<file path="src/stack_bytecode_executor_macros.svh">
// ----------------------------------------------------------------------------
// stack bytecode executor assertion macros
// shared property wrappers for the executor checks
// ----------------------------------------------------------------------------
`ifndef STACK_BYTECODE_EXECUTOR_MACROS_SVH
`define STACK_BYTECODE_EXECUTOR_MACROS_SVH

// same-cycle implication, disabled during reset
`define SBE_ASSERT_IMP(lbl, clk, rstn, ante, cons) \
  lbl: assert property (@(posedge clk) disable iff (!rstn) (ante) |-> (cons)) \
    else $error("sbe assertion failed");

// next-cycle implication, disabled during reset
`define SBE_ASSERT_NEXT(lbl, clk, rstn, ante, cons) \
  lbl: assert property (@(posedge clk) disable iff (!rstn) (ante) |=> (cons)) \
    else $error("sbe assertion failed");

`endif

</file>
<file path="src/sbe_pkg.sv">
// ----------------------------------------------------------------------------
// sbe_pkg
// opcodes, status codes, sequencer states and defaults of the executor
// ----------------------------------------------------------------------------
`default_nettype none

package sbe_pkg;

  localparam int unsigned DATA_W = 32;

  localparam int unsigned STACK_DEPTH_DEF   = 256;
  localparam int unsigned REG_COUNT_DEF     = 16;
  localparam int unsigned PROGRAM_SPACE_DEF = 65536;

  typedef enum logic [7:0] {
    OP_NOP   = 8'h00,
    OP_PUSH  = 8'h01,
    OP_POP   = 8'h02,
    OP_LOAD  = 8'h03,
    OP_STORE = 8'h04,
    OP_JMP   = 8'h05,
    OP_JZ    = 8'h06,
    OP_JNZ   = 8'h07,
    OP_ADD   = 8'h08,
    OP_SUB   = 8'h09,
    OP_MUL   = 8'h0a,
    OP_DIV   = 8'h0b,
    OP_PRINT = 8'h0c,
    OP_STOP  = 8'h0d
  } op_t;

  localparam logic [2:0] STAT_RUN    = 3'd0;
  localparam logic [2:0] STAT_STOP   = 3'd1;
  localparam logic [2:0] STAT_BADOP  = 3'd2;
  localparam logic [2:0] STAT_UNDER  = 3'd3;
  localparam logic [2:0] STAT_OVER   = 3'd4;
  localparam logic [2:0] STAT_DIVZ   = 3'd5;
  localparam logic [2:0] STAT_BADREG = 3'd6;

  // instruction lengths in bytes
  localparam logic [2:0] LEN_ONE  = 3'd1;
  localparam logic [2:0] LEN_REG  = 3'd2;
  localparam logic [2:0] LEN_JMP  = 3'd3;
  localparam logic [2:0] LEN_PUSH = 3'd5;

  typedef enum logic [1:0] {
    S_IDLE,
    S_EXEC,
    S_DIV
  } fsm_t;

endpackage

`default_nettype wire

</file>
<file path="src/sbe_div.sv">
// ----------------------------------------------------------------------------
// sbe_div
// signed truncating divider, restoring, one quotient bit per cycle
// ----------------------------------------------------------------------------
`default_nettype none

module sbe_div (
  input  logic                       clk,
  input  logic                       rst_n,
  input  logic                       start,
  input  logic [sbe_pkg::DATA_W-1:0] a,
  input  logic [sbe_pkg::DATA_W-1:0] b,
  output logic                       done,
  output logic [sbe_pkg::DATA_W-1:0] q
);
  import sbe_pkg::*;

  localparam int unsigned CNTW = $clog2(DATA_W);

  logic              busy_r;
  logic              done_r;
  logic [CNTW-1:0]   cnt_r;
  logic [DATA_W-1:0] rem_r;
  logic [DATA_W-1:0] quo_r;
  logic [DATA_W-1:0] mb_r;
  logic              neg_r;

  logic [DATA_W:0]   shifted;
  logic [DATA_W:0]   diff;

  assign shifted = {rem_r, quo_r[DATA_W-1]};
  assign diff    = shifted - {1'b0, mb_r};

  always_ff @(posedge clk) begin
    if (!rst_n) begin
      busy_r <= 1'b0;
      done_r <= 1'b0;
      cnt_r  <= '0;
    end else if (start) begin
      busy_r <= 1'b1;
      done_r <= 1'b0;
      cnt_r  <= CNTW'(DATA_W - 1);
    end else if (busy_r) begin
      cnt_r <= cnt_r - CNTW'(1);
      if (cnt_r == '0) begin
        busy_r <= 1'b0;
        done_r <= 1'b1;
      end
    end
  end

  always_ff @(posedge clk) begin
    if (start) begin
      rem_r <= '0;
      quo_r <= a[DATA_W-1] ? (DATA_W'(0) - a) : a;
      mb_r  <= b[DATA_W-1] ? (DATA_W'(0) - b) : b;
      neg_r <= a[DATA_W-1] ^ b[DATA_W-1];
    end else if (busy_r) begin
      if (!diff[DATA_W]) begin
        rem_r <= diff[DATA_W-1:0];
        quo_r <= {quo_r[DATA_W-2:0], 1'b1};
      end else begin
        rem_r <= shifted[DATA_W-1:0];
        quo_r <= {quo_r[DATA_W-2:0], 1'b0};
      end
    end
  end

  assign done = done_r;
  assign q    = neg_r ? (DATA_W'(0) - quo_r) : quo_r;

endmodule

`default_nettype wire

</file>
<file path="config.mk">
export PLATFORM = sky130hd
export DESIGN_NAME = sbe_div
export DESIGN_NICKNAME = d
export VERILOG_FILES = /design/src/stack_bytecode_executor_macros.svh /design/src/sbe_pkg.sv /design/src/sbe_div.sv
export SDC_FILE = /design/constraint.sdc
export NUM_CORES = 1
export LEC_CHECK = 0
export ABC_AREA = 1
export BUFFER_PORTS_ARGS = -buffer_cell sky130_fd_sc_hd__buf_2
export CORE_MARGIN = 5
export CORE_UTILIZATION = 50
export DETAILED_ROUTE_END_ITERATION = 16
export PLACE_DENSITY = 0.74
export SLEW_MARGIN = 0
export SYNTH_ARGS = -nofsm -noshare
export SYNTH_HDL_FRONTEND = slang
export SYNTH_SLANG_ARGS = --single-unit
</file>
<file path="constraint.sdc">
create_clock -name clk -period 2.8 [get_ports clk]
set_input_delay 0.56 -clock clk [delete_from_list [all_inputs] [get_ports clk]]
set_output_delay 0.56 -clock clk [all_outputs]
set_load 0.02 [all_outputs]
</file>
# --- Word level (Yosys, flattened, before mapping) ---
# Index checks and enable logic that the tools add are counted.
# Widths: inputs -> output; s select.
totals:
  out_inout_bits: 33
  ramBits: 0
  latchBits: 0
  register_bits: 104
  rom_bits: 0
  input_bits: 67
  n_memories: 0
classes:
  reduce_logical: 4
  n_eq_ne: 0
  n_lt_le_gt_ge: 0
  shift: 0
  n_bitwise: 2
  n_mux: 12
  multipliers: 0
  div: 0
  addsub: 5
ops:
  columns: ["cell", "count"]
  rows:
  - ["$mux 32", 5]
  - ["$sub 1x32->32 const A", 3]
  - ["$sub 33x32->33", 1]
  - ["$mux 31", 1]
  - ["$mux 5", 2]
  - ["$logic_not 5->1", 1]
  - ["$sub 5x1->5 const B", 1]
  - ["$mux 1", 4]
  - ["$reduce_and 2->1", 1]
  - ["$reduce_bool 2->1", 1]
  - ["$reduce_or 2->1", 1]
  - ["$not 1->1", 1]
  - ["$xor 1x1->1", 1]

# --- Depth between registers and ports, before layout ---
# Gate-level depths: netlist of run 1.
depth:
  depth_word: 4
  ltp_mapped: 18

# --- Least setup slack after synthesis of run 1 ---
# No wires, ideal clock.
synth_timing:
  path_kind: "register -> output"
  startpoint: "reg quo_r[0]"
  endpoint: "out q[28] in the netlist's numbering"
  required_time_ns: 2.240
  slack_ns: 0.236
  arrival_time_ns: 2.004
  stages_incl_launch_ff: 13
  path_cell_list: "edfxtp_1 -> inv_1 -> ha_1 -> inv_1 -> nor3_1 -> nand2_1 -> nor2_1 -> nand2_1 -> nor2_1 -> nand3_1 -> o21ai_0 -> nand2_1 -> xor2_1"
synth_between:
  elab_chain_cells: 2
synth_lines:
  columns: ["item", "line_no", "rtl"]
  rows:
  - ["start: declaration", "sbe_div.sv:24", "logic [DATA_W-1:0] quo_r;"]
  - ["start signal: assignment", "sbe_div.sv:55", "quo_r <= a[DATA_W-1] ? (DATA_W'(0) - a) : a;"]
  - ["start signal: assignment", "sbe_div.sv:61", "quo_r <= {quo_r[DATA_W-2:0], 1'b1};"]
  - ["start signal: assignment", "sbe_div.sv:64", "quo_r <= {quo_r[DATA_W-2:0], 1'b0};"]
  - ["$sub 1x32->32", "sbe_div.sv:70", "assign q = neg_r ? (DATA_W'(0) - quo_r) : quo_r;"]
  - ["$mux 32", "sbe_div.sv:70", null]
  - ["end: declaration", "sbe_div.sv:14", "output logic [sbe_pkg::DATA_W-1:0] q"]
# No other way between the ends.

# --- Worst setup path after layout of run 1 ---
layout_timing:
  startpoint: "reg quo_r[1]"
  endpoint: "out q[28] in the netlist's numbering"
# The elaborated chain is that of the path after synthesis.

==> flow_metrics.env, run 1 <==
export IMPL_status="finished, violations left"
export IMPL_violations="negative setup slack"
export IMPL_crit_reg2reg_launch="quo_r[31]$_DFFE_PP_"
export IMPL_hpwl_mm=19.2
export IMPL_synth_top_area_share_pct=21.1
export IMPL_final_setup_viol_count=4
export IMPL_slowest_stage="edfxtp_1"
export IMPL_rsz0062_at_grt="true"
export IMPL_cp_max_fo=3
export IMPL_hold_viol=0
export IMPL_clock_latency_ns=0.36
export IMPL_hold_buffers=0
export IMPL_worstHoldPathType="reg -> reg"
export IMPL_core_area_sq_mm=0.0181
export IMPL_cts_inserted_buffers=9
export IMPL_cts_max_path_buffers=2
export IMPL_seq_power_share_pct=40.9
export IMPL_power_density_mw_per_mm2=429
export IMPL_tightest_slew_ns=0.565
export IMPL_ir_worst_vdd_mv=0.321
export IMPL_wl_met3_mm=1.60
export IMPL_highest_layer="met4"
export IMPL_route_detailed_drc=0
export IMPL_synth_top_area_cell="edfxtp_1"
export IMPL_grt_overflow=0
export IMPL_port_buffers=99
export IMPL_antenna_left=0
export IMPL_syn_area_sq_mm=0.00925
export IMPL_area_growth_synth_to_final_pct=13.8
export IMPL_yosys_warnings=0
export IMPL_r2r_slack_ns=0.27
export IMPL_drt_iter0_drc=695
export IMPL_fin_worst_skew_ns=0.0132
export IMPL_globalRouteTotalUtil_pct=23.1
export IMPL_grt_pass1_wl_mm=41.0
export IMPL_start_util_pct=51.1
export IMPL_die_area_sq_mm=0.0213
export IMPL_placed_area_sq_mm=0.0100
export IMPL_crit_top_cell="nand2_1"
export IMPL_die_w_microns=146
export IMPL_total_power_mw=4.51
export IMPL_grt_pass1_vias=8525
export IMPL_wl_mm=25.1
export IMPL_boundaryPins=100
export IMPL_chipHeight_microns=146
export IMPL_m1WireLength_mm=11.9
export IMPL_antenna_cells=0
export IMPL_arrival_ns=2.31
export IMPL_yosysSeqAreaShare_pct=29.5
export IMPL_swShare_pct=33.5
export IMPL_h_tree_depth=3
export IMPL_period_share_pct=103
export IMPL_antenna_found_initial=0
export IMPL_setup_ws_ns=-0.0739
export IMPL_cts_tree="built"
export IMPL_syn_avg_cell_area_sq_um=6.27
export IMPL_hold_path_depth=2
export IMPL_path_clk_slew_ns=0.07
export IMPL_ys_seq_elements=104
export IMPL_dr_wl_met2_mm=11.2
export IMPL_yosys_top_cells_area="edfxtp_1 (21%), nand2_1 (20%), inv_1 (12%)"
export IMPL_syn_nets=1580
export IMPL_fmax_ghz=0.348
export IMPL_drv_cap=0
export IMPL_critPathTopFamily="simple AND/OR/NAND/NOR gates"
export IMPL_max_stage_delay_ns=0.43
export IMPL_maxSlewViolCount=0
export IMPL_intPower_mw=3.00
export IMPL_synth_distinct_cells=45
export IMPL_switchingPower_mw=1.51
export IMPL_pre_cts_slack_ns=-0.0198
export IMPL_row_count=49
export IMPL_design_area_sq_mm=0.0105
export IMPL_vias=9082
export IMPL_holdWs_ns=0.479
export IMPL_cp_end_kind="output port"
export IMPL_p_leak_nw=5.65
export IMPL_root_buffer="clkbuf_16"
export IMPL_relSlewSlack_pct=62.3
export IMPL_reg2reg_to="rem_r[16]$_SDFFE_PP0P_"
export IMPL_clock_power_share_pct=31.4
export IMPL_wl_per_cell_microns=13.8
export IMPL_critPathRequiredTime_ns=2.24
export IMPL_crit_chain="inv_2 -> ha_4 -> inv_2 -> nor3_4 -> nand2_1 -> nor2_2 -> nand2_1 -> nor2_2 -> nand3_2 -> o21ai_2 -> nand2_1 -> xor2_1 -> buf_4"
export IMPL_drtPass1Iterations=6
export IMPL_p_comb_share_pct=27.6
export IMPL_hold_start="rem_r[22]$_SDFFE_PP0P_"
export IMPL_grt_max_degree=67
export IMPL_avgViaCountPerCell=5.01
export IMPL_drive_gt1_share_pct=12.1
export IMPL_gp_congestion=0.976
export IMPL_holdPathEnd="rem_r[22]$_SDFFE_PP0P_"
export IMPL_netlist_instances=1475
export IMPL_cts_sinks=104
export IMPL_nNetsFinal=1682
export IMPL_cp_num_buf_inv=3
export IMPL_min_period_ns=2.87
export IMPL_rr_worst_depth=17
export IMPL_crit_type="reg -> out"
export IMPL_crit_path_start_kind="flip-flop"
export IMPL_fin_util_pct=58.2
==> stage by stage <==
step | std cells | setup TNS, ns
global placement | 1788 | 0
global route | 1811 | -1.55
finish | 1811 | -0.136
floorplan | 1475 | 0
detailed placement | 1788 | -0.0198
CTS | 1809 | -0.289
==> layer usage <==
| metal | vias to the layer above | global-route usage [%] |
|---|---|---|
| li1 | 4727 | - |
| met1 | 4057 | 33.8 |
| met2 | 269 | 36.6 |
| met3 | 29 | 2.54 |
| met4 | 0 | 5.79 |
| met5 | - | 0 |
==> placed cells by master (no fill, tap or decap), types with 25 or more instances in the layout <==
cell type / Yosys / routed
xor2_1: 62 / 62
nand3_1: 97 / 95
inv_1: 302 / 299
xnor2_1: 26 / 26
buf_2: 0 / 86
ha_1: 37 / 36
nor2_1: 115 / 109
dfxtp_1: 39 / 39
nand2_1: 505 / 501
a21oi_1: 26 / 25
edfxtp_1: 65 / 65
o21ai_0: 65 / 60
buf_4: 1 / 32
==> state kept, by name, summed over array words and instances (netlist names) <==
signal  cells
neg_r       1
busy_r      1
mb_r       32
quo_r      32
cnt_r       5
done        1
rem_r      32
==> power by group through the flow <==
stage / clock network, mW / registers, mW / logic (mW)
3_5_place_dp: 0 / 1.88 / 1.18
6_report: 1.42 / 1.85 / 1.25
3_3_place_gp: 0 / 1.87 / 1.17
4_1_cts: 1.43 / 1.84 / 1.21
2_1_floorplan: 0 / 1.86 / 0.791
5_1_grt: 1.49 / 1.86 / 1.38
==> cells in the mapped netlist, drive strengths merged <==
cell type    n
a21o         1
a21oi       27
a221oi       1
a31oi        5
and2         5
and3         1
buf          9
clkbuf      21
dfxtp       39
edfxtp      65
fa           1
ha          37
inv        304
nand2      515
nand3       98
nand3b       2
nand4       17
nor2       119
nor3        25
nor3b        1
nor4         4
o211ai       5
o21ai       68
o21bai       1
o22ai        1
o31ai        3
o32ai        1
or2         11
xnor2       26
xor2        62
==> worst reg2reg max path, delay by kind of cell, from the launching register on <==
kind,cells,cell delay [ns]
buf+inv,2,0.15
simple gates,13,1.34
fa+ha+maj,2,0.62
flops,1,0.32
==> final cells by class <==
cell class                 count  area [sq um]
clock inverter                 6          91.3
sequential                   104          2730
fill                        1729          7560
inverter                     304          1140
timing repair buffer         120           702
clock buffer                  10           229
tap                          229           287
multi-input combinational   1038          5340
==> cells by family (layout without fill, tap and decap cells) <==
family | Yosys count | in the layout | synth area share (%)
AOI/OAI and AO/OA | 113 | 113 | 6.63
xor gates and xnor gates | 88 | 88 | 8.33
DFF | 104 | 104 | 29.5
buffers and inverters | 334 | 440 | 14.0
and+or+nand+nor | 798 | 799 | 36.3
adders and majority gates | 38 | 38 | 5.22
==> worst max path at each step <==
stage | start | endpoint | slack, ns | cells after the start
detailed placement | quo_r[0]$_DFFE_PP_ | q[28] | -0.02 | 13
global placement | quo_r[0]$_DFFE_PP_ | q[28] | 0.03 | 13
finish | quo_r[1]$_DFFE_PP_ | q[28] | -0.07 | 13
CTS | quo_r[1]$_DFFE_PP_ | q[28] | -0.1 | 13
floorplan | quo_r[0]$_DFFE_PP_ | q[28] | 0.24 | 12
global route | quo_r[1]$_DFFE_PP_ | q[28] | -0.26 | 13
==> repair_timing <==
item,CTS,global route
hold endpoints to repair,0,0
gates cloned,0,1
pin swaps,4,10
setup endpoints to repair,10,46
gates resized for setup,17,30
setup buffers,5,1
Note: power is estimated with default switching activity, not from simulation.
==> inputs of run 2 (changes only) <==
==> constraint.sdc (replaced) <==
create_clock -name clk -period 3.43 [get_ports clk]
set_input_delay 0.686 -clock clk [delete_from_list [all_inputs] [get_ports clk]]
set_output_delay 0.686 -clock clk [all_outputs]
set_load 0.02 [all_outputs]
==> flow_metrics.env, run 2 (synthesized netlist as in run 1, its figures left out) <==
export IMPL_avgViaCountPerCell=4.96
export IMPL_gp_congestion=0.951
export IMPL_cp_max_fo=3
export IMPL_grt_pass1_wl_mm=39.4
export IMPL_globalRouteTotalUtil_pct=22.1
export IMPL_p_leak_nw=5.54
export IMPL_grt_use_met2_pct=34.1
export IMPL_final_setup_viol_count=0
export IMPL_critPathRequiredTime_ns=2.74
export IMPL_crit_path_start_kind="flip-flop"
export IMPL_final_common_cell="nand2_1"
export IMPL_multi_input_area_sq_mm=0.00524
export IMPL_hold_buffers=0
export IMPL_wl_per_cell_microns=13.2
export IMPL_drive_gt1_share_pct=10.2
export IMPL_root_buffer="clkbuf_16"
export IMPL_period_share_pct=91.8
export IMPL_wl_mm=23.7
export IMPL_antenna_cells=0
export IMPL_area_growth_synth_to_final_pct=10.8
export IMPL_port_buffers=99
export IMPL_setup_ws_ns=0.281
export IMPL_grt_pass1_vias=8181
export IMPL_cts_sinks=104
export IMPL_final_cell_mix="nand2_1 (505), inv_1 (302), nor2_1 (113)"
export IMPL_final_setup_tns_ns=0
export IMPL_route_detailed_drc=0
export IMPL_status="completed"
export IMPL_vias=8916
export IMPL_hold_viol=0
export IMPL_worstHoldPathType="reg -> reg"
export IMPL_grt_util_met1_pct=32.7
export IMPL_min_period_ns=3.15
export IMPL_drtPass1Iterations=5
export IMPL_path_clk_slew_ns=0.07
export IMPL_drt_iter0_drc=558
export IMPL_top_usage_layer="met2"
export IMPL_crit_reg2reg_launch="mb_r[0]$_DFFE_PP_"
export IMPL_rsz0062_at_grt="false"
export IMPL_cts_tree="built"
export IMPL_maxSlewViolCount=0
export IMPL_nNetsFinal=1669
export IMPL_regArea_sq_mm=0.00273
export IMPL_clock_latency_ns=0.36
export IMPL_startpoint="quo_r[1]$_DFFE_PP_"
export IMPL_crit_type="reg -> out"
export IMPL_h_tree_depth=3
export IMPL_antenna_left=0
export IMPL_core_area_sq_mm=0.0181
export IMPL_chipHeight_microns=146
export IMPL_grt_max_degree=34
export IMPL_fillers=1757
export IMPL_tightest_slew_ns=0.599
export IMPL_fmax_ghz=0.318
export IMPL_hold_start="rem_r[20]$_SDFFE_PP0P_"
export IMPL_hpwl_mm=18.9
export IMPL_antenna_found_initial=0
export IMPL_die_area_sq_mm=0.0213
export IMPL_relSlewSlack_pct=60.0
export IMPL_ir_worst_vdd_mv=0.226
export IMPL_pre_cts_slack_ns=0.434
export IMPL_arrival_ns=2.46
export IMPL_start_util_pct=51.1
export IMPL_boundaryPins=100
export IMPL_die_w_microns=146
export IMPL_grt_overflow=0
export IMPL_drv_cap=0
export IMPL_cts_inserted_buffers=9
export IMPL_use_met3_pct=2.57
export IMPL_cts_max_path_buffers=2
export IMPL_reg_top3="mb_r (32), quo_r (32), rem_r (32)"
export IMPL_fin_worst_skew_ns=0.0173
export IMPL_power_density_mw_per_mm2=337
export IMPL_cp_end_kind="output port"
export IMPL_row_count=49
-- run 2: cell types whose count changed in the layout (fill, tap and decap cells not counted), sizes merged --
cell,delta
buf,-12
bufinv,-2
clkinv,+2
clkbuf,-1
clkinvlp,+1
nand2,-1
-- run 2: path summary, 6_finish.rpt --
check / slack, ns / endpoint / cells after the start
worst max-delay path: 0.28 / q[28] / 13
worst min-delay path: 0.47 / rem_r[20]$_SDFFE_PP0P_ / 2
worst max register to register: 0.71 / quo_r[0]$_DFFE_PP_ / 14
worst min register to register: 0.47 / rem_r[20]$_SDFFE_PP0P_ / 2
-- run 2: report_power, final --
group | leakage, nW | internal (mW) | switching (mW)
sequential | 0.967 | 1.45 | 0.0607
clock | 0.134 | 0.499 | 0.487
combinational | 4.44 | 0.316 | 0.646
total | 5.54 | 2.26 | 1.19
-- run 2: worst max-delay path, stage by stage (launching register included) --
cell and delay, ns:
edfxtp_1 0.43, inv_1 0.10, ha_1 0.14, inv_1 0.05, nor3_2 0.17, nand2_1 0.10
nor2_1 0.13, nand2_1 0.06, nor2_1 0.14, nand3_1 0.15, o21ai_1 0.23, nand2_1 0.10
xor2_1 0.13, buf_2 0.18
-- run 2: timing repair --
item | in CTS | in global routing
gates resized for setup | 0 | 3
buffers inserted | 0 | 0
endpoints found under the hold margin | 0 | 0
endpoints found under the setup margin | 0 | 5
-- run 2: area by class of cell --
| cell class | instances | area share, % |
|---|---|---|
| multi-input cells | 1037 | 51.1 |
| clock buffers | 9 | 2.20 |
| well taps | 229 | 2.80 |
| repair buffers | 108 | 5.61 |
| inverters | 304 | 11.1 |
| clock inverters | 7 | 0.525 |
| flip-flops and latches | 104 | 26.7 |
-- run 2: metrics by stage --
stage	utilization, %	instance area (sq um)	hold slack [ns]	power [mW]	instances
after floorplan	-	9250	0.446	2.16	1475
after global placement	55.1	9960	0.461	2.48	1782
after detailed placement	55.1	9960	0.463	2.48	1782
after CTS	56.6	10200	0.475	3.47	1798
after global routing	56.7	10300	0.499	3.64	1798
final	56.7	10300	0.472	3.46	1798
-- run 2: per-layer routing --
| metal | vias to the layer above | part of all wire [%] |
|---|---|---|
| met5 | - | 0 |
| met2 | 230 | 43 |
| met4 | 0 | 1.6 |
| li1 | 4702 | - |
| met1 | 3953 | 50 |
| met3 | 31 | 4.9 |
