File: src/stack_bytecode_executor_macros.svh
// ----------------------------------------------------------------------------
// stack bytecode executor assertion macros
// shared property wrappers for the executor checks
// ----------------------------------------------------------------------------
`ifndef STACK_BYTECODE_EXECUTOR_MACROS_SVH
`define STACK_BYTECODE_EXECUTOR_MACROS_SVH

// same-cycle implication, disabled during reset
`define SBE_ASSERT_IMP(lbl, clk, rstn, ante, cons) \
  lbl: assert property (@(posedge clk) disable iff (!rstn) (ante) |-> (cons)) \
    else $error("sbe assertion failed");

// next-cycle implication, disabled during reset
`define SBE_ASSERT_NEXT(lbl, clk, rstn, ante, cons) \
  lbl: assert property (@(posedge clk) disable iff (!rstn) (ante) |=> (cons)) \
    else $error("sbe assertion failed");

`endif

File: src/sbe_pkg.sv
// ----------------------------------------------------------------------------
// sbe_pkg
// opcodes, status codes, sequencer states and defaults of the executor
// ----------------------------------------------------------------------------
`default_nettype none

package sbe_pkg;

  localparam int unsigned DATA_W = 32;

  localparam int unsigned STACK_DEPTH_DEF   = 256;
  localparam int unsigned REG_COUNT_DEF     = 16;
  localparam int unsigned PROGRAM_SPACE_DEF = 65536;

  typedef enum logic [7:0] {
    OP_NOP   = 8'h00,
    OP_PUSH  = 8'h01,
    OP_POP   = 8'h02,
    OP_LOAD  = 8'h03,
    OP_STORE = 8'h04,
    OP_JMP   = 8'h05,
    OP_JZ    = 8'h06,
    OP_JNZ   = 8'h07,
    OP_ADD   = 8'h08,
    OP_SUB   = 8'h09,
    OP_MUL   = 8'h0a,
    OP_DIV   = 8'h0b,
    OP_PRINT = 8'h0c,
    OP_STOP  = 8'h0d
  } op_t;

  localparam logic [2:0] STAT_RUN    = 3'd0;
  localparam logic [2:0] STAT_STOP   = 3'd1;
  localparam logic [2:0] STAT_BADOP  = 3'd2;
  localparam logic [2:0] STAT_UNDER  = 3'd3;
  localparam logic [2:0] STAT_OVER   = 3'd4;
  localparam logic [2:0] STAT_DIVZ   = 3'd5;
  localparam logic [2:0] STAT_BADREG = 3'd6;

  // instruction lengths in bytes
  localparam logic [2:0] LEN_ONE  = 3'd1;
  localparam logic [2:0] LEN_REG  = 3'd2;
  localparam logic [2:0] LEN_JMP  = 3'd3;
  localparam logic [2:0] LEN_PUSH = 3'd5;

  typedef enum logic [1:0] {
    S_IDLE,
    S_EXEC,
    S_DIV
  } fsm_t;

endpackage

`default_nettype wire

File: src/sbe_regfile.sv
// ----------------------------------------------------------------------------
// sbe_regfile
// register file memory with per-entry valid bits, unwritten entries read zero
// ----------------------------------------------------------------------------
`default_nettype none

module sbe_regfile #(
  parameter int unsigned COUNT = 16,
  localparam int unsigned IW = (COUNT > 1) ? $clog2(COUNT) : 1
) (
  input  logic                       clk,
  input  logic                       rst_n,
  input  logic                       we,
  input  logic [IW-1:0]              wa,
  input  logic [sbe_pkg::DATA_W-1:0] wd,
  input  logic                       re,
  input  logic [IW-1:0]              ra,
  output logic [sbe_pkg::DATA_W-1:0] rd
);
  import sbe_pkg::*;

  logic [DATA_W-1:0] mem [COUNT];
  logic [COUNT-1:0]  vld_r;
  logic [DATA_W-1:0] rd_r;
  logic              rd_vld_r;

  always_ff @(posedge clk) begin
    if (we) begin
      mem[wa] <= wd;
    end
    if (re) begin
      rd_r <= mem[ra];
    end
  end

  always_ff @(posedge clk) begin
    if (!rst_n) begin
      vld_r    <= '0;
      rd_vld_r <= 1'b0;
    end else begin
      if (we) begin
        vld_r[wa] <= 1'b1;
      end
      if (re) begin
        rd_vld_r <= vld_r[ra];
      end
    end
  end

  assign rd = rd_vld_r ? rd_r : '0;

endmodule

`default_nettype wire

File: config.mk
export PLATFORM = sky130hd
export DESIGN_NAME = sbe_regfile
export DESIGN_NICKNAME = d
export VERILOG_FILES = /design/src/stack_bytecode_executor_macros.svh /design/src/sbe_pkg.sv /design/src/sbe_regfile.sv
export SDC_FILE = /design/constraint.sdc
export NUM_CORES = 1
export LEC_CHECK = 0
export BUFFER_PORTS_ARGS = -buffer_cell sky130_fd_sc_hd__clkbuf_2
export CAP_MARGIN = 20
export CORE_MARGIN = 3
export CORE_UTILIZATION = 40
export DETAILED_ROUTE_END_ITERATION = 10
export RECOVER_POWER = 100
export SYNTH_ARGS = -nofsm -noshare
export SYNTH_HDL_FRONTEND = slang
export SYNTH_SLANG_ARGS = --single-unit
File: constraint.sdc
create_clock -name clk -period 4 [get_ports clk]
set_input_delay 0.6 -clock clk [delete_from_list [all_inputs] [get_ports clk]]
set_output_delay 0.6 -clock clk [all_outputs]
set_load 0.01 [all_outputs]
======== Word level (Yosys, flattened, before mapping) ========
Memories as Yosys holds them, arrays and structs flattened. A register that Yosys moved wholly into a read port is not among the register bits.
Cells that the tools add are included.
W data, S select, Z words.
word-level totals
  output and inout bits ................... 32
  bits in registers ....................... 17
  memory bits (writable) .................. 512
  memories ................................ 1
  input port bits ......................... 44
  word-level logic and storage cells ...... 15
memory list
  name  words  bits a word  rd ports  clocked after memory_dff  write ports  line               text
  mem   16     32           1         1                         1            sbe_regfile.sv:22  logic [DATA_W-1:0] mem [COUNT];
cells by class
  mux-type cells .......................... 7
  $lt $le $gt $ge ......................... 3
  reductions and logical operators ........ 1
  bitwise logic cells ..................... 1
operators with widths
  kind                  number
  $mux W32              1
  $or A16 B16 Y16       1
  $lt A4 B5 Y1 const B  2
  $bmux W1 S4           1
  $demux W1 S4          1
  $ge A4 B1 Y1 const B  1
  $mux W1               4
  $logic_and A1 B1 Y1   1

======== Longest topological paths before layout ========
Gate-level depths: netlist (run 1).
  word-level depth ........................ 5
  depth in mapped cells ................... 7
  gate-level depth less buffers ........... 4

======== Least setup slack after synthesis (run 1) ========
Ideal clock, no wire load.
  kind .................................... input to register
  from .................................... in wa[2]
  to ...................................... mem mem[0][0], enable pin
  setup slack ............................. 242 ps
  buffers on the path ..................... 0
  stages on the path ...................... 2
  required time ........................... 3536 ps
  arrival ................................. 3294 ps
  setup time .............................. 464 ps
  cells stage by stage .................... or3b_1 -> nor3_1
RTL lines
  element      line               text
  from (decl)  sbe_regfile.sv:14  input logic [IW-1:0] wa,
  to (decl)    sbe_regfile.sv:22
Straight into the memory's write port.

======== Worst setup path in the final report (run 1) ========
  from .................................... in wa[3]
  to ...................................... mem mem[13][15], enable pin
Straight into the memory's write port.

==> results.toml, run 1 <==
[run_status]
status = "finished with violations"
failed_checks = "max-capacitance violations, max-slew violations"

[yosys]
synth_top_family_by_area = "multiplexers"
synth-simple-area-share = 0.0161
syn_area_per_cell_um2 = 24.8
netlist_area_um2 = 21100
yosys_warnings = 0
synth_cell_types = 22
synth_compound_area_frac = 0.00729
syn-num-nets = 895
synthAdderAreaFrac = 0
synth_xor_area_frac = 0
ys_ff_latch = 561
synth_top_area_share = 0.774
yosysSeqAreaShare = 0.790
synth.largest_area_cell = "edfxtp_1"
netlist_instances = 851
muxShareOfSynthArea = 0.175
synth_area_leaders = "edfxtp_1 77%, mux4_2 17%, dfxtp_1 1.6%"

[setup_path]
cp_max_fo = 18
path_class = "in -> reg"
rr_worst_depth = 2
startpoint = "wa[3]"
r2r_start = "rd_vld_r$_SDFFE_PN0P_"
start_kind = "input pin"
max_stage_delay_ps = 1880
critical-path-top-delay-family = "simple AND/OR/NAND/NOR gates"
worstReg2RegEnd = "rd_vld_r$_SDFFE_PN0P_"
cp-end-kind = "register"
cp.required_ps = 4280
r2r_setup_slack_ps = 2160
crit_end = "mem[13][15]$_DFFE_PP_"
crit_buf_inv = 2
path_depth = 4
cp_cell_sequence = "clkbuf_1, nand3_1, nor2_1, buf_4"
arrival_ps = 3400
slowest_stage = "nor2_1"

[sta]
fin_crit_ps = 3120
setup_viol = 0
drv_slew = 241
worst_slack_ps = 881
skew_ps = 13.3
worst_pin_slew_ps = 2420
min_period_over_period = 0.780
rsz0062_at_grt = "false"
slew_headroom = -0.618
tns_ps = 0
fmax_mhz = 321
finalHoldViolCount = 0

[placed_design]
place_congestion = 0.685
dp_hpwl_mm = 22.6
port_buffers = 75
place_ws_ps = 1220

[grt]
grt_max_degree = 54
grtUsageTotal = 0.165
grt_overflow = 0
grt_first_pass_wirelength_mm = 67.1
antenna_found_initial = 3
grt_pass1_vias = 9741

[clock_network]
cts.sinks = 561
numCtsBuffers = 55
clk_path_buf_depth = 3
cts_max_level = 2
post_cts_buffers = 0
clk_latency_ps = 590
root_buffer = "clkbuf_16"
cts_hold_buf = 0
cts_tree = "done"
post_cts_resize_count = 0
clkTransAtPathRegs_ps = 60

[final_layout]
syn_to_final_growth_pct = 13.9
drive_above_1_share = 0.301
num-fill-cells = 4290
finish.net_count = 1014

[die]
core_um2 = 51700
pin_count = 76
start_util = 0.408
rows = 83
die_x_um = 236
die_h_um = 236
fp.dieArea_um2 = 55600

[power]
power_density_nw_per_um2 = 502
p_leak_nw = 7.50
ir_worst_vdd_uv = 311

[routing]
remaining_drc_errors = 0
post_drt_wl_per_cell_um = 27.0
ant_nets = 0
drt-vias-per-instance = 5.52
vias = 9344
routed_wl_mm = 45.7
first_pass_iters = 5
drtIter0Drc = 954

[worst_hold_path]
hold_path_class = "reg -> reg"

[run]
drv_cap = 8
[worst min path at each step]
stage                                       from                     end  slack (ps)  cells past startpoint
after floorplan           vld_r[11]$_SDFFE_PN0P_  vld_r[11]$_SDFFE_PN0P_         440                      1
after global placement     vld_r[5]$_SDFFE_PN0P_   vld_r[5]$_SDFFE_PN0P_         440                      1
after detailed placement   vld_r[2]$_SDFFE_PN0P_   vld_r[2]$_SDFFE_PN0P_         450                      1
after CTS                                 wd[17]   mem[11][17]$_DFFE_PP_         380                      1
after global routing       vld_r[2]$_SDFFE_PN0P_   vld_r[2]$_SDFFE_PN0P_         480                      1
final                      vld_r[2]$_SDFFE_PN0P_   vld_r[2]$_SDFFE_PN0P_         460                      1
[sequential cells by signal, summed over array words and instances, names as in the netlist]
register and cells:
mem 512, rd_r 32, rd_vld_r 1, vld_r 16
[cells in the mapped netlist (all sizes together)]
cell type	count
mux4	162
nand3	2
edfxtp	544
inv	1
a221oi	2
buf	22
mux2i	4
nor2b	1
nand3b	3
a32oi	1
or3b	1
nor2	14
nand2	2
o21a	16
o211ai	1
clkbuf	20
dfxtp	17
nor3	4
nand2b	2
and2	32
[routing by layer]
| layer | track usage | wire length, um | vias up |
|---|---|---|---|
| met3 | 0.0279 | 2430 | 66 |
| met2 | 0.258 | 21700 | 279 |
| met5 | 0 | 13 | - |
| met4 | 0.0422 | 792 | 2 |
| li1 | - | - | 3902 |
| met1 | 0.244 | 20700 | 5095 |
[cell type report]
type | count | area, um^2 | share of cell area
well taps | 680 | 851 | 0.0354
multi-input cells | 247 | 4230 | 0.176
diodes | 1 | 2.50 | 0.000104
clock buffers | 68 | 1470 | 0.0610
repair buffers | 104 | 594 | 0.0247
flip-flops and latches | 561 | 16700 | 0.694
inverters | 1 | 3.75 | 0.000156
clock inverters | 32 | 223 | 0.00926
[layout by cell type (no fill, tap or decap)]
master and instances:
or3b_1 1, diode_2 1, clkbuf_2 47, mux4_2 162
nor3_1 4, mux2i_1 4, clkinv_1 16, nor2_1 8
nor2b_1 1, and2_0 10, nand3b_1 3, o211ai_1 1
and2_1 22, nand3_1 2, a221oi_1 2, nand2b_1 2
clkbuf_8 1, clkbuf_16 57, clkinv_2 10, edfxtp_1 544
a32oi_1 1, clkinvlp_4 3, nand2_1 2, buf_12 6
dfxtp_1 17, o21a_1 16, inv_1 1, bufinv_16 3
buf_4 10, clkbuf_1 51, nor2_4 6
[report_power, final]
part | switching (mW) | internal, mW | leakage, nW
logic | 0.303 | 0.247 | 1.60
clock network | 2.10 | 2.78 | 0.822
registers | 0.0433 | 6.60 | 5.08
total | 2.44 | 9.63 | 7.50
[through the flow]
stage | utilization | total power [mW] | hold WS, ps | area, um^2 | instances
3_3_place_gp | 0.435 | 7.32 | 442 | 22500 | 1593
3_5_place_dp | 0.435 | 7.34 | 452 | 22500 | 1593
6_report | 0.465 | 12.1 | 464 | 24000 | 1694
5_1_grt | 0.465 | 12.5 | 483 | 24000 | 1693
4_1_cts | 0.468 | 12.2 | 382 | 24200 | 1693
2_1_floorplan | - | 7.10 | 435 | 21100 | 851
[logic make-up (layout without fill, tap and decap cells)]
| logic type | after synthesis | in the layout |
|---|---|---|
| flip-flops | 561 | 561 |
| multiplexers | 166 | 166 |
| other | 0 | 1 |
| AO/OA/AOI/OAI | 20 | 20 |
| AND/OR/NAND/NOR | 61 | 61 |
| buffers and inverters | 43 | 205 |
Power figures use the tool's default switching activity.
==> inputs of run 2 (changes only) <==
--- a/config.mk
+++ b/config.mk
@@ -5,6 +5,7 @@
 export SDC_FILE = /design/constraint.sdc
 export NUM_CORES = 1
 export LEC_CHECK = 0
+export ABC_AREA = 1
 export BUFFER_PORTS_ARGS = -buffer_cell sky130_fd_sc_hd__clkbuf_2
 export CAP_MARGIN = 20
 export CORE_MARGIN = 3
==> constraint.sdc (replaced) <==
create_clock -name clk -period 3.2 [get_ports clk]
set_input_delay 0.48 -clock clk [delete_from_list [all_inputs] [get_ports clk]]
set_output_delay 0.48 -clock clk [all_outputs]
set_load 0.01 [all_outputs]
==> results.toml, run 2 <==
[run_status]
status = "finished with violations"
failed_checks = "max-capacitance violations, max-slew violations"

[clock_network]
clkTransAtPathRegs_ps = 60
post_cts_buffers = 0
numCtsBuffers = 57
cts.sinks = 561
root_buffer = "clkbuf_16"
clk_path_buf_depth = 3
cts_hold_buf = 0
post_cts_resize_count = 0
clk_latency_ps = 600
cts_tree = "done"
cts_max_level = 2

[yosys]
netlist_area_um2 = 22000
synth_enable_flop_cells = 544
netlist_instances = 1682
synth_top_area_share = 0.744
ys_ff_latch = 561
synth_area_leaders = "edfxtp_1 74%, nor2_1 7.0%, o21ai_0 5.4%"
yosysMostFrequentCell = "edfxtp_1"
synth_ff_type = "edfxtp_1"
synth.largest_area_cell = "edfxtp_1"
syn_area_per_cell_um2 = 13.1
syn-num-nets = 1726
yosysSeqAreaShare = 0.759
yosys_warnings = 0
synth_cell_types = 19
synthArstFlopShare = 0
synth_common_cells = "544 x edfxtp_1, 408 x nor2_1, 235 x o21ai_0, 104 x o211ai_1, 87 x nand2_1"

[final_layout]
num-fill-cells = 4857
final_cell_mix = "544 x edfxtp_1, 398 x nor2_1, 235 x o21ai_0"
drive_above_1_share = 0.0720
antenna_cells = 0
syn_to_final_growth_pct = 13.1
final_common_cell = "edfxtp_1"
largest_reg_flops = 512
multi_input_area_um2 = 4620
reg.largest.list = "mem x512, rd_r x32, vld_r x16"
finish.net_count = 1791
largest-register = "mem"
regArea_um2 = 16700

[power]
p_leak_nw = 8.15
power_density_nw_per_um2 = 629
ir_worst_vdd_uv = 434

[routing]
drt-vias-per-instance = 5.36
vias = 13300
drtIter0Drc = 1132
routed_wl_mm = 51.3
first_pass_iters = 7
post_drt_wl_per_cell_um = 20.6
remaining_drc_errors = 0
ant_nets = 0

[worst_hold_path]
hold_path_class = "in -> reg"
worstHoldStart = "rst_n"
hold_path_depth = 2

[setup_path]
rr_worst_depth = 6
startpoint = "we"
path_class = "in -> reg"
start_kind = "input pin"
max_stage_delay_ps = 1540
cp_max_fo = 17
cp_cell_sequence = "clkbuf_1, inv_1, nor3_1, inv_1, nor2_1, buf_12"
slowest_stage = "nor2_1"
r2r_start = "mem[9][9]$_DFFE_PP_"
arrival_ps = 2970
cp.required_ps = 3500
cp-end-kind = "register"
path_common_cell = "inv_1"

[die]
core_um2 = 54000
rows = 85
start_util = 0.407
fp.dieArea_um2 = 57800
pin_count = 76
die_x_um = 240
die_h_um = 240

[sta]
drv_slew = 80
rsz0062_at_grt = "false"
slew_headroom = -0.368
min_period_over_period = 0.834
fin_crit_ps = 2670
worst_slack_ps = 530
setup_viol = 0
fmax_mhz = 375
skew_ps = 21.2
finalHoldViolCount = 0
tns_ps = 0
worst_pin_slew_ps = 2040

[grt]
grtUsageTotal = 0.179
grt_overflow = 0
grt_pass1_vias = 13200
antenna_found_initial = 0
grt_max_degree = 161
grt_first_pass_wirelength_mm = 79.3

[placed_design]
port_buffers = 75
place_ws_ps = 635
place_congestion = 0.762
dp_hpwl_mm = 28.6

[run]
drv_cap = 6
run 2: cell types whose count changed in the layout (fill, tap and decap cells not counted), moves of 28 or more:
cell      previous run  this run
nand3_1              2        79
o211ai_1             1       104
inv_1                1        43
nor2_1               8       398
nand2_1              2        87
mux4_2             162         0
clkbuf_1            51        96
o21ai_0              0       235
clkbuf_2            47        19
run 2: cell families after synthesis:
logic type | Yosys count | synth area share
compound gates | 386 | 0.104
buf+inv | 159 | 0.0337
flops | 561 | 0.759
simple gates | 576 | 0.103
run 2: layout make-up:
cell class / count / area share
Sequential cell: 561 / 0.671
Clock buffer: 80 / 0.0618
Inverter: 46 / 0.00725
Clock inverter: 24 / 0.0110
Multi-Input combinational cell: 962 / 0.186
Tap cell: 696 / 0.0351
Timing Repair Buffer: 119 / 0.0275
run 2: worst max-delay path: cells and delay by family:
family,cells,cell delay (ps)
and+or+nand+nor,2,1810
buffers and inverters,4,670
run 2: final timing paths:
check                                to  slack (ps)
setup reg to reg      rd_r[9]$_DFFE_PP_        1890
hold / removal    vld_r[3]$_SDFFE_PN0P_         140
hold reg to reg   vld_r[3]$_SDFFE_PN0P_         470
setup / recovery   mem[15][0]$_DFFE_PP_         530
run 2: routing by layer:
layer | track usage | wire length [um]
met1 | 0.239 | 22700
met2 | 0.303 | 25400
met3 | 0.0325 | 2190
met5 | 0 | 0
met4 | 0.0485 | 1070
run 2: power by group:
part	internal, mW	switching, mW
Combinational	0.220	0.614
Clock	3.81	2.69
Sequential	8.25	0.0484
Total	12.3	3.35
run 2: per-stage QoR:
step	area, um^2	instances	total power, mW	hold slack [ps]	util
finish	24800	2488	15.6	137	0.460
global placement	23200	2384	9.30	449	0.430
global route	24800	2488	16.2	117	0.460
CTS	25000	2488	15.8	109	0.463
detailed placement	23200	2384	9.32	458	0.430
floorplan	22000	1682	8.94	440	-
==> inputs of run 3 (changes only) <==
--- a/config.mk
+++ b/config.mk
@@ -5,7 +5,7 @@
 export SDC_FILE = /design/constraint.sdc
 export NUM_CORES = 1
 export LEC_CHECK = 0
-export ABC_AREA = 1
+export ABC_AREA = 0
 export BUFFER_PORTS_ARGS = -buffer_cell sky130_fd_sc_hd__clkbuf_2
 export CAP_MARGIN = 20
 export CORE_MARGIN = 3
==> constraint.sdc (replaced) <==
create_clock -name clk -period 2.3 [get_ports clk]
set_input_delay 0.345 -clock clk [delete_from_list [all_inputs] [get_ports clk]]
set_output_delay 0.345 -clock clk [all_outputs]
set_load 0.01 [all_outputs]
==> results.toml, run 3 (synthesized netlist as in run 1, its figures left out) <==
[run_status]
status = "finished with violations"
failed_checks = "max-capacitance violations, max-slew violations"

[sta]
min_period_over_period = 0.928
fin_crit_ps = 2130
worst_slack_ps = 167
fmax_mhz = 469
skew_ps = 13.9
drv_slew = 34
slew_headroom = -0.0188
rsz0062_at_grt = "false"
setup_viol = 0
finalHoldViolCount = 0
tns_ps = 0
worst_pin_slew_ps = 1530
whs_ps = 228

[final_layout]
finish.net_count = 1033
regArea_um2 = 16700
syn_to_final_growth_pct = 15.3
finish.utilization = 0.471
drive_above_1_share = 0.309
largest-register = "mem"
multi_input_area_um2 = 4270
final_cell_mix = "544 x edfxtp_1, 162 x mux4_2, 64 x clkbuf_1"
reg.largest.list = "mem x512, rd_r x32, vld_r x16"
final_common_cell = "edfxtp_1"
instances_no_fill = 1710
largest_reg_flops = 512
num-fill-cells = 4274

[grt]
grt_max_degree = 34
grt_first_pass_wirelength_mm = 67.4
antenna_found_initial = 2
grt_pass1_vias = 9862
grtUsageTotal = 0.165
grt_overflow = 0

[die]
fp.dieArea_um2 = 55600
die_h_um = 236
pin_count = 76
die_x_um = 236
core_um2 = 51700
rows = 83
start_util = 0.408

[clock_network]
clk_path_buf_depth = 3
post_cts_buffers = 0
cts_tree = "done"
cts_hold_buf = 0
root_buffer = "clkbuf_16"
post_cts_resize_count = 0
clk_latency_ps = 590
cts_max_level = 2
numCtsBuffers = 56
clkTransAtPathRegs_ps = 60
cts.sinks = 561

[routing]
routed_wl_mm = 45.7
first_pass_iters = 5
post_drt_wl_per_cell_um = 26.8
remaining_drc_errors = 0
drtIter0Drc = 954
vias = 9401
ant_nets = 0
drt-vias-per-instance = 5.50

[power]
clkPwrFrac = 0.402
internal_power_mw = 16.8
pwr-share-seq = 0.550
p_leak_nw = 7.61
power_density_nw_per_um2 = 863
pwr-share-comb = 0.048
net-switching-power_mw = 4.22
ir_worst_vdd_uv = 485
p_sw_frac = 0.201

[setup_path]
critical-path-top-delay-family = "buffers and inverters"
max_stage_delay_ps = 1120
cp-end-kind = "register"
slowest_stage = "clkbuf_2"
arrival_ps = 2310
cp_cell_sequence = "clkbuf_1, nand2b_1, nor2_4, clkbuf_2"
path_class = "in -> reg"
cp_max_fo = 33
start_kind = "input pin"
crit_buf_inv = 2
cp.required_ps = 2480

[placed_design]
place_congestion = 0.694
dp_hpwl_mm = 24.2
place_ws_ps = 108
dp_cells = 1611
port_buffers = 75

[run]
drv_cap = 1

[worst_hold_path]
hold_path_class = "in -> reg"
==> run 3: cell types whose count changed in the layout (fill, tap and decap cells not counted), sizes merged, moves of 24 or more <==
cell    change
nor2      -394
inv        -45
o21ai     -256
mux4      +162
nand2      -85
o211ai    -103
o221ai     -24
and2       +32
nand3      -77
==> run 3: routing by layer <==
layer	routed length (um)	up-vias	track usage
met5	0	-	0
met1	20500	5128	0.241
met3	2560	62	0.0267
met4	864	0	0.0422
met2	21800	278	0.263
li1	-	3933	-
==> run 3: worst paths after layout <==
path                          startpoint                     end  slack, ps  cells after the start
setup / recovery                   wa[1]    mem[6][25]$_DFFE_PP_        170                      4
setup reg to reg     mem[7][2]$_DFFE_PP_       rd_r[2]$_DFFE_PP_        700                      2
hold reg to reg   vld_r[12]$_SDFFE_PN0P_  vld_r[12]$_SDFFE_PN0P_        470                      1
hold / removal                     rst_n   vld_r[7]$_SDFFE_PN0P_        230                      2
==> run 3: worst reg2reg max path, delay by kind of cell, from the launching register on <==
family	cells	cell delay [ps]
mux	2	960
flops	1	380
==> run 3: final cells by class <==
cell class	instances	share of cell area
Timing Repair Buffer	122	0.0358
Multi-Input combinational cell	247	0.175
Inverter	1	0.000154
Sequential cell	561	0.685
Clock inverter	22	0.00709
Clock buffer	75	0.0614
Tap cell	680	0.0350
Antenna cell	2	0.000206
==> run 3: power groups by stage <==
stage / clock network [mW] / registers [mW] / logic, mW
after CTS: 8.64 / 11.5 / 1.09
after global routing: 9.02 / 11.6 / 1.10
after floorplan: 0 / 11.7 / 0.616
after global placement: 0 / 11.8 / 1.07
after detailed placement: 0 / 11.8 / 1.09
final: 8.44 / 11.5 / 1.02
==> run 3: through the flow <==
step | power, mW | instance area [um^2]
2_1_floorplan | 12.3 | 21200
3_3_place_gp | 12.8 | 23000
3_5_place_dp | 12.8 | 23000
4_1_cts | 21.3 | 24700
5_1_grt | 21.7 | 24300
6_report | 21.0 | 24300
